### config.mk
export PLATFORM = sky130hd
export DESIGN_NAME = mse_ctrl
export DESIGN_NICKNAME = d
export VERILOG_FILES = /design/src/rtl/mse_pkg.sv /design/src/rtl/mse_ctrl.sv
export SDC_FILE = /design/constraint.sdc
export NUM_CORES = 1
export LEC_CHECK = 0
export BUFFER_PORTS_ARGS = -buffer_cell sky130_fd_sc_hd__clkbuf_2
export CORE_AREA = 10 10 47 49
export CTS_BUF_LIST = sky130_fd_sc_hd__clkbuf_16
export DETAILED_ROUTE_END_ITERATION = 10
export DIE_AREA = 0 0 57 59
export GPL_TIMING_DRIVEN = 0
export PLACE_DENSITY = 0.72
export SLEW_MARGIN = 10
export SYNTH_ARGS = -nofsm -noshare
export SYNTH_HDL_FRONTEND = slang
export SYNTH_SLANG_ARGS = --single-unit
export TNS_END_PERCENT = 10
### constraint.sdc
create_clock -name clk -period 2.9 [get_ports clk]
set_input_delay 0 -clock clk [delete_from_list [all_inputs] [get_ports clk]]
set_output_delay 0 -clock clk [all_outputs]
set_load 0.01 [all_outputs]
### src/rtl/mse_pkg.sv
package mse_pkg;

	localparam int WORD_W      = 32;
	localparam int MODE_W      = 2;
	localparam int STACK_W     = 3;
	localparam int STACK_SLOTS = 8;
	localparam int FILL_W      = 8;
	localparam int NSTK_W      = 4;
	localparam int DEPTH_W     = 8;
	localparam int BASE_W      = STACK_W + DEPTH_W;
	localparam int SUM_W       = BASE_W + 1;
	localparam int CFG_IDX_W   = 1;
	localparam int CFG_DATA_W  = 8;

	localparam logic [CFG_IDX_W-1:0] CFG_STACKS = 1'b0;
	localparam logic [CFG_IDX_W-1:0] CFG_DEPTH  = 1'b1;

	localparam logic [NSTK_W-1:0]  STACKS_RESET = 4'd8;
	localparam logic [DEPTH_W-1:0] DEPTH_RESET  = 8'd128;

	typedef enum logic [MODE_W-1:0] {
		MODE_PUSH = 2'd0,
		MODE_POP  = 2'd1,
		MODE_PEEK = 2'd2,
		MODE_CMP  = 2'd3
	} mode_t;

	typedef enum logic [1:0] {
		ST_OK      = 2'd0,
		ST_INVALID = 2'd1,
		ST_FULL    = 2'd2,
		ST_EMPTY   = 2'd3
	} status_t;

	typedef enum logic [2:0] {
		S_IDLE,
		S_EXEC,
		S_PEEK,
		S_FILL_B,
		S_CMP_START,
		S_CMP_RD,
		S_CMP_CHK
	} state_t;

	typedef struct packed {
		logic    take;
		logic    fill_sel_b;
		logic    load_fb;
		logic    fill_inc;
		logic    fill_dec;
		logic    store_wr;
		logic    rd_peek;
		logic    rd_cmp;
		logic    idx_clr;
		logic    idx_inc;
		logic    load_out;
		status_t out_status;
		logic    out_top;
		logic    out_eq;
	} cmd_t;

	typedef struct packed {
		mode_t mode;
		logic  invalid;
		logic  full;
		logic  empty;
		logic  counts_eq;
		logic  last;
		logic  words_eq;
	} stat_t;

endpackage

### src/rtl/mse_ctrl.sv
module mse_ctrl (
	input  logic                 clk,
	input  logic                 arst_n,
	input  logic                 in_valid,
	input  mse_pkg::mode_t       in_mode,
	output logic                 in_ready,
	input  logic                 out_ready,
	output logic                 out_valid,
	input  mse_pkg::stat_t       stat,
	output mse_pkg::cmd_t        cmd
);

	mse_pkg::state_t state_q, state_d;
	logic            out_valid_q;
	logic            slot_free;

	assign slot_free = !out_valid_q || out_ready;
	assign out_valid = out_valid_q;

	always_ff @(posedge clk or negedge arst_n) begin
		if (!arst_n) begin
			state_q     <= mse_pkg::S_IDLE;
			out_valid_q <= 1'b0;
		end else begin
			state_q <= state_d;
			if (cmd.load_out) begin
				out_valid_q <= 1'b1;
			end else if (out_ready) begin
				out_valid_q <= 1'b0;
			end
		end
	end

	always_comb begin
		state_d  = state_q;
		cmd      = '0;
		in_ready = 1'b0;
		unique case (state_q)
			mse_pkg::S_IDLE: begin
				in_ready = 1'b1;
				if (in_valid) begin
					cmd.take = 1'b1;
					state_d  = (in_mode == mse_pkg::MODE_CMP) ? mse_pkg::S_FILL_B
						: mse_pkg::S_EXEC;
				end
			end
			mse_pkg::S_EXEC: begin
				// Side effects fire only together with the result load.
				if (stat.invalid) begin
					cmd.load_out   = slot_free;
					cmd.out_status = mse_pkg::ST_INVALID;
				end else begin
					unique case (stat.mode)
						mse_pkg::MODE_PUSH: begin
							cmd.load_out = slot_free;
							if (stat.full) begin
								cmd.out_status = mse_pkg::ST_FULL;
							end else begin
								cmd.out_status = mse_pkg::ST_OK;
								cmd.store_wr   = slot_free;
								cmd.fill_inc   = slot_free;
							end
						end
						mse_pkg::MODE_POP: begin
							cmd.load_out = slot_free;
							if (stat.empty) begin
								cmd.out_status = mse_pkg::ST_EMPTY;
							end else begin
								cmd.out_status = mse_pkg::ST_OK;
								cmd.fill_dec   = slot_free;
							end
						end
						default: begin
							if (stat.empty) begin
								cmd.load_out   = slot_free;
								cmd.out_status = mse_pkg::ST_EMPTY;
							end else begin
								cmd.rd_peek = 1'b1;
							end
						end
					endcase
				end
				if (cmd.load_out) begin
					state_d = mse_pkg::S_IDLE;
				end else if (cmd.rd_peek) begin
					state_d = mse_pkg::S_PEEK;
				end
			end
			mse_pkg::S_PEEK: begin
				cmd.load_out   = slot_free;
				cmd.out_status = mse_pkg::ST_OK;
				cmd.out_top    = 1'b1;
				if (slot_free) begin
					state_d = mse_pkg::S_IDLE;
				end
			end
			mse_pkg::S_FILL_B: begin
				cmd.fill_sel_b = 1'b1;
				cmd.load_fb    = 1'b1;
				state_d        = mse_pkg::S_CMP_START;
			end
			mse_pkg::S_CMP_START: begin
				if (stat.invalid) begin
					cmd.load_out   = slot_free;
					cmd.out_status = mse_pkg::ST_INVALID;
				end else if (!stat.counts_eq) begin
					cmd.load_out   = slot_free;
					cmd.out_status = mse_pkg::ST_OK;
				end else if (stat.empty) begin
					cmd.load_out   = slot_free;
					cmd.out_status = mse_pkg::ST_OK;
					cmd.out_eq     = 1'b1;
				end else begin
					cmd.idx_clr = 1'b1;
					state_d     = mse_pkg::S_CMP_RD;
				end
				if (cmd.load_out) begin
					state_d = mse_pkg::S_IDLE;
				end
			end
			mse_pkg::S_CMP_RD: begin
				cmd.rd_cmp = 1'b1;
				state_d    = mse_pkg::S_CMP_CHK;
			end
			mse_pkg::S_CMP_CHK: begin
				if (!stat.words_eq || stat.last) begin
					cmd.load_out   = slot_free;
					cmd.out_status = mse_pkg::ST_OK;
					cmd.out_eq     = stat.words_eq;
					if (slot_free) begin
						state_d = mse_pkg::S_IDLE;
					end
				end else begin
					cmd.idx_inc = 1'b1;
					state_d     = mse_pkg::S_CMP_RD;
				end
			end
			default: begin
				state_d = mse_pkg::S_IDLE;
			end
		endcase
	end

endmodule

==> results of run 1 <==
-- report_power, final --
part | total (mW) | leakage, nW | internal, mW | switching, mW
clock network | 0.216 | 0.0370 | 0.176 | 0.0394
registers | 0.0914 | 0.0512 | 0.0784 | 0.0130
logic | 0.393 | 0.300 | 0.171 | 0.221
-- metal layers --
layer | vias up | part of all wire | GRT usage
met5 | - | 0 | 0
met4 | 0 | 0.011 | 0.0470
met3 | 2 | 0.045 | 0.0322
met2 | 17 | 0.54 | 0.189
met1 | 314 | 0.40 | 0.0948
li1 | 330 | - | -
-- registers in the layout, summed over array words and instances, names as in the netlist --
signal / cells
out_valid: 1
state_q: 3
-- through the flow --
| stage | hold WS, ps | total power, mW | instances |
|---|---|---|---|
| after floorplan | -296 | 0.371 | 75 |
| after global placement | -191 | 0.475 | 120 |
| after detailed placement | -187 | 0.480 | 120 |
| after CTS | 118 | 0.704 | 124 |
| after global routing | 153 | 0.747 | 124 |
| final | 121 | 0.700 | 124 |
-- repair_timing --
action / 4_1_cts / 5_1_grt
endpoints found under the hold margin: 4 / 0
hold buffers: 1 / 0
gates resized for setup: 0 / 0
-- critical path, stage by stage, from the launching register on --
cell      delay, ps
dfrtp_1         300
buf_2           180
nor2b_1         270
nand2_1         160
nor4_1          310
buf_4           170
clkbuf_2        120
-- cells by family (layout without fill, tap and decap cells) --
logic type                Yosys count  count (layout)  synth area share
DFF                                 4               4             0.187
muxes                               1               1            0.0210
xor gates and xnor gates            1               1            0.0164
and+or+nand+nor                    41              41             0.435
AOI/OAI and AO/OA                  16              16             0.224
buffers and inverters              12              45             0.117
-- final timing paths --
| kind | cells after the start | slack, ps | startpoint | to |
|---|---|---|---|---|
| max reg2reg | 5 | 1250 | state_q[0] | state_q[0] |
| max in group asynchronous | 2 | 2660 | arst_n | state_q[0] |
| min | 2 | 120 | arst_n | state_q[1] |
| min reg2reg | 3 | 660 | state_q[2] | state_q[2] |
| max | 6 | 1170 | state_q[0] | cmd[11] |
| min in group clk | 3 | 150 | in_valid | state_q[1] |
-- area by class of cell --
class / instances / area, um2
timing repair buffer: 30 / 155
buffer: 8 / 47.5
sequential: 4 / 100
inverter: 4 / 15.0
fill: 134 / 616
clock buffer: 3 / 75.1
tap: 16 / 20.0
multi-input combinational: 59 / 373
-- cells in the final DEF (no fill, tap or decap), types with 3 or more instances in the layout --
master / instances
clkbuf_2: 29
nand2_1: 8
nor2_1: 7
nor3_1: 6
a21oi_1: 6
nor2b_1: 5
inv_1: 4
dfrtp_1: 4
and2_1: 3
nand2b_1: 3
nor4_1: 3
clkbuf_16: 3
==> impl_metrics.json, run 1 <==
{
  "area_delta_synth_final_pct": 46.7,
  "place_congestion": 0.805,
  "peakVddDrop_mv": 0.605,
  "synth_top_cells_by_count": "nand2_1, nor2_1, a21oi_1, nor3_1, nor2b_1",
  "post-route-min-period_ps": 1730,
  "crit_fanout": 9,
  "ios": 31,
  "vias": 663,
  "htreeDepth": 1,
  "dpl_cell_area_um2": 701,
  "overflow": 0,
  "die_h_um": 59,
  "clkSinkCount": 4,
  "finalCritPeriodShare": 0.597,
  "postCtsSetupRepairBufs": 0,
  "cts_buffers": 3,
  "drv_slew": 0,
  "core_area_um2": 1400,
  "fin_area_um2": 786,
  "p_leak_nw": 0.388,
  "async_flop_share": 1.00,
  "antenna_found_initial": 0,
  "pwr_density_cell_nw_per_um2": 891,
  "grt_pass1_vias": 693,
  "syn_area_per_cell_um2": 7.14,
  "synth_most_common_cell": "nand2_1",
  "postLayoutSetupSlackWorst_ps": 1170,
  "grt_setup_unrepaired": "no",
  "wire_per_inst_um": 13.8,
  "clk_pin_slew_ps": 30,
  "netlist_top_cells_area": "dfrtp_1, nor2b_1, a21oi_1",
  "dp_slack_ps": 1280,
  "synth_top_cell_by_area": "dfrtp_1",
  "io_buffers": 29,
  "clock_skew_ps": 1.76,
  "wl_mm": 1.71,
  "finalSetupViolations": 0,
  "setup-tns-final_ps": 0,
  "path_class": "reg -> out",
  "track_usage": 0.0998,
  "drive_above_1_share": 0.380,
  "die_x_um": 57,
  "syn_nets": 89,
  "cp_data_arrival_time_ps": 1730,
  "grt_max_degree": 11,
  "drtIter0Drc": 19,
  "detail_route.vias_per_cell": 5.35,
  "initial_utilization": 0.382,
  "ys_ff_latch": 4,
  "synth_cell_types": 30,
  "end_kind": "output port",
  "worstMarginPinSlew_ps": 466,
  "post-route-drc-count": 0,
  "die_area_um2": 3360,
  "clk_path_buf_depth": 2,
  "yosysSeqAreaShare": 0.187,
  "n_antenna_cell": 0,
  "synth_edf_count": 0,
  "num_rows": 14,
  "max_clock_freq_mhz": 578,
  "yosysWarnings": 0,
  "ant_nets": 0,
  "layout.nets": 124,
  "min_path_type": "in -> async",
  "synthCells": 75,
  "cts_root_buf": "clkbuf_16",
  "syn-cell-area_um2": 536,
  "clkLatencyLatePin_ps": 220,
  "dr.pass1.iters": 4,
  "cp.required_ps": 2900,
  "cap_violations": 0,
  "status": "finished, final reports clean",
  "dp_hpwl_mm": 1.34,
  "slew-limit-headroom": 0.689,
  "grt_pass1_wl_mm": 2.79,
  "finalHoldViolations": 0,
  "yosysTopAreaCellShare": 0.187,
  "final_core_utilization": 0.561,
  "startpoint_type": "flop",
  "cts_tree": "yes",
  "yosys_most_used_dff": "dfrtp_1"
}
Note: power is estimated with default switching activity, not from simulation.
==> inputs of run 2 (changes only) <==
--- a/config.mk
+++ b/config.mk
@@ -6,10 +6,10 @@
 export NUM_CORES = 1
 export LEC_CHECK = 0
 export BUFFER_PORTS_ARGS = -buffer_cell sky130_fd_sc_hd__clkbuf_2
-export CORE_AREA = 10 10 47 49
+export CORE_MARGIN = 10
+export CORE_UTILIZATION = 38
 export CTS_BUF_LIST = sky130_fd_sc_hd__clkbuf_16
 export DETAILED_ROUTE_END_ITERATION = 10
-export DIE_AREA = 0 0 57 59
 export GPL_TIMING_DRIVEN = 0
 export PLACE_DENSITY = 0.72
 export SLEW_MARGIN = 10
==> constraint.sdc (replaced) <==
create_clock -name clk -period 1.4 [get_ports clk]
set_input_delay 0 -clock clk [delete_from_list [all_inputs] [get_ports clk]]
set_output_delay 0 -clock clk [all_outputs]
set_load 0.01 [all_outputs]
==> impl_metrics.json, run 2 (synthesis gave the netlist of run 1 again) <==
{
  "max_clock_freq_mhz": 671,
  "cp.required_ps": 1500,
  "failed_checks": "setup timing",
  "wire_per_inst_um": 16.5,
  "clkLatencyLatePin_ps": 220,
  "io_buffers": 29,
  "cts_buffers": 3,
  "min_path_type": "in -> reg",
  "dr.pass1.iters": 4,
  "fin_area_um2": 930,
  "cell_internal_pwr_mw": 1.04,
  "detail_route.vias_per_cell": 5.53,
  "dp_slack_ps": -204,
  "clk_path_buf_depth": 2,
  "hold_depth": 3,
  "n_antenna_cell": 0,
  "cap_violations": 0,
  "cts_tree": "yes",
  "finalCritPeriodShare": 1.06,
  "post-route-min-period_ps": 1490,
  "clk_pin_slew_ps": 30,
  "status": "finished with violations",
  "grt_max_degree": 11,
  "wl_mm": 2.10,
  "path_class": "reg -> reg",
  "overflow": 0,
  "post-route-drc-count": 0,
  "slew-limit-headroom": 0.778,
  "r2r_slack_ps": -90,
  "layout_commonest_cell": "clkbuf_2",
  "track_usage": 0.121,
  "largest_reg_flops": 3,
  "grt_setup_unrepaired": "yes",
  "initial_utilization": 0.406,
  "drtIter0Drc": 21,
  "power_switching_mw": 0.691,
  "vias": 702,
  "die_x_um": 57.5,
  "comb_power_share": 0.619,
  "drive_above_1_share": 0.580,
  "die_area_um2": 3310,
  "num_rows": 13,
  "r2r_cells": 5,
  "p_leak_nw": 0.441,
  "layout.nets": 128,
  "antenna_found_initial": 0,
  "cp_data_arrival_time_ps": 1590,
  "dp_hpwl_mm": 1.37,
  "postLayoutSetupSlackWorst_ps": -89.9,
  "grt_pass1_vias": 740,
  "power.share.sequential": 0.129,
  "final_cell_mix": "clkbuf_2, buf_4, nand2_1, nor2_1, a21oi_1",
  "area_delta_synth_final_pct": 73.6,
  "holdPathEnd": "state_q[1]",
  "htreeDepth": 1,
  "place_congestion": 0.814,
  "largest-register": "state_q",
  "holdCritStartpoint": "in_valid",
  "clock_skew_ps": 3.33,
  "startpoint_type": "flop",
  "fillers": 115,
  "pwr_density_cell_nw_per_um2": 1860,
  "rr_endpoint": "state_q[0]",
  "worstMarginPinSlew_ps": 331,
  "r2r-start": "state_q[0]",
  "core_area_um2": 1320,
  "ios": 31,
  "grt_pass1_wl_mm": 3.35,
  "clkPwrFrac": 0.252,
  "cts_root_buf": "clkbuf_16",
  "drv_slew": 0,
  "finalSetupViolations": 7,
  "finalHoldViolations": 0,
  "dpl_cell_area_um2": 706,
  "ant_nets": 0,
  "swShare": 0.400,
  "clkSinkCount": 4,
  "peakVddDrop_mv": 1.98,
  "die_h_um": 57.5,
  "end_kind": "flop",
  "crit_fanout": 5
}
-- run 2: how the worst max path moves through the flow --
| stage | start | to | slack, ps | cells past startpoint |
|---|---|---|---|---|
| after CTS | state_q[0] | state_q[0] | -40 | 5 |
| after global placement | state_q[0] | state_q[0] | -210 | 5 |
| after floorplan | state_q[0] | state_q[0] | -40 | 5 |
| final | state_q[0] | state_q[0] | -90 | 5 |
| after detailed placement | state_q[0] | state_q[0] | -200 | 5 |
| after global routing | state_q[0] | state_q[0] | -150 | 5 |
-- run 2: per-layer routing --
metal,part of all wire,up-vias,track usage
li1,-,339,-
met1,0.40,325,0.123
met2,0.50,32,0.222
met3,0.070,6,0.0487
met4,0.021,0,0.0268
met5,0,-,0
-- run 2: metrics by stage --
| stage | cells | power, mW | setup TNS [ps] | hold WS, ps | util |
|---|---|---|---|---|---|
| 2_1_floorplan | 75 | 0.771 | -40.7 | -296 | - |
| 3_3_place_gp | 119 | 0.983 | -334 | -192 | 0.536 |
| 3_5_place_dp | 119 | 0.997 | -334 | -190 | 0.536 |
| 4_1_cts | 126 | 1.63 | -174 | 90.4 | 0.670 |
| 5_1_grt | 127 | 1.83 | -845 | 117 | 0.706 |
| 6_report | 127 | 1.73 | -331 | 89.6 | 0.706 |
-- run 2: final cells by class --
class | count | area [um2] | share of cell area
plain buffers | 7 | 63.8 | 0.0686
inverters | 4 | 15.0 | 0.0162
repair buffers | 35 | 190 | 0.205
clock buffers | 3 | 75.1 | 0.0808
well taps | 15 | 18.8 | 0.0202
multi-input cells | 59 | 464 | 0.499
flip-flops and latches | 4 | 103 | 0.110
-- run 2: what timing repair did --
action | CTS | global route
gates cloned | 1 | 0
endpoints found under the hold margin | 4 | 0
endpoints found under the setup margin | 12 | 13
resized for setup | 20 | 13
setup buffers | 3 | 1
pin swaps | 4 | 4
hold buffers | 1 | 0
-- run 2: worst max-delay path, stage by stage (launching register included) --
cell and delay, ps:
dfrtp_1 380, buf_6 140, nor2b_4 190, a22oi_2 100
nor3_2 200, mux2_1 340
-- run 2: power by group through the flow --
stage	Clock [mW]	Sequential [mW]	Combinational [mW]
2_1_floorplan	0	0.194	0.577
3_3_place_gp	0	0.189	0.794
3_5_place_dp	0	0.192	0.805
4_1_cts	0.442	0.210	0.974
5_1_grt	0.451	0.227	1.16
6_report	0.436	0.223	1.07
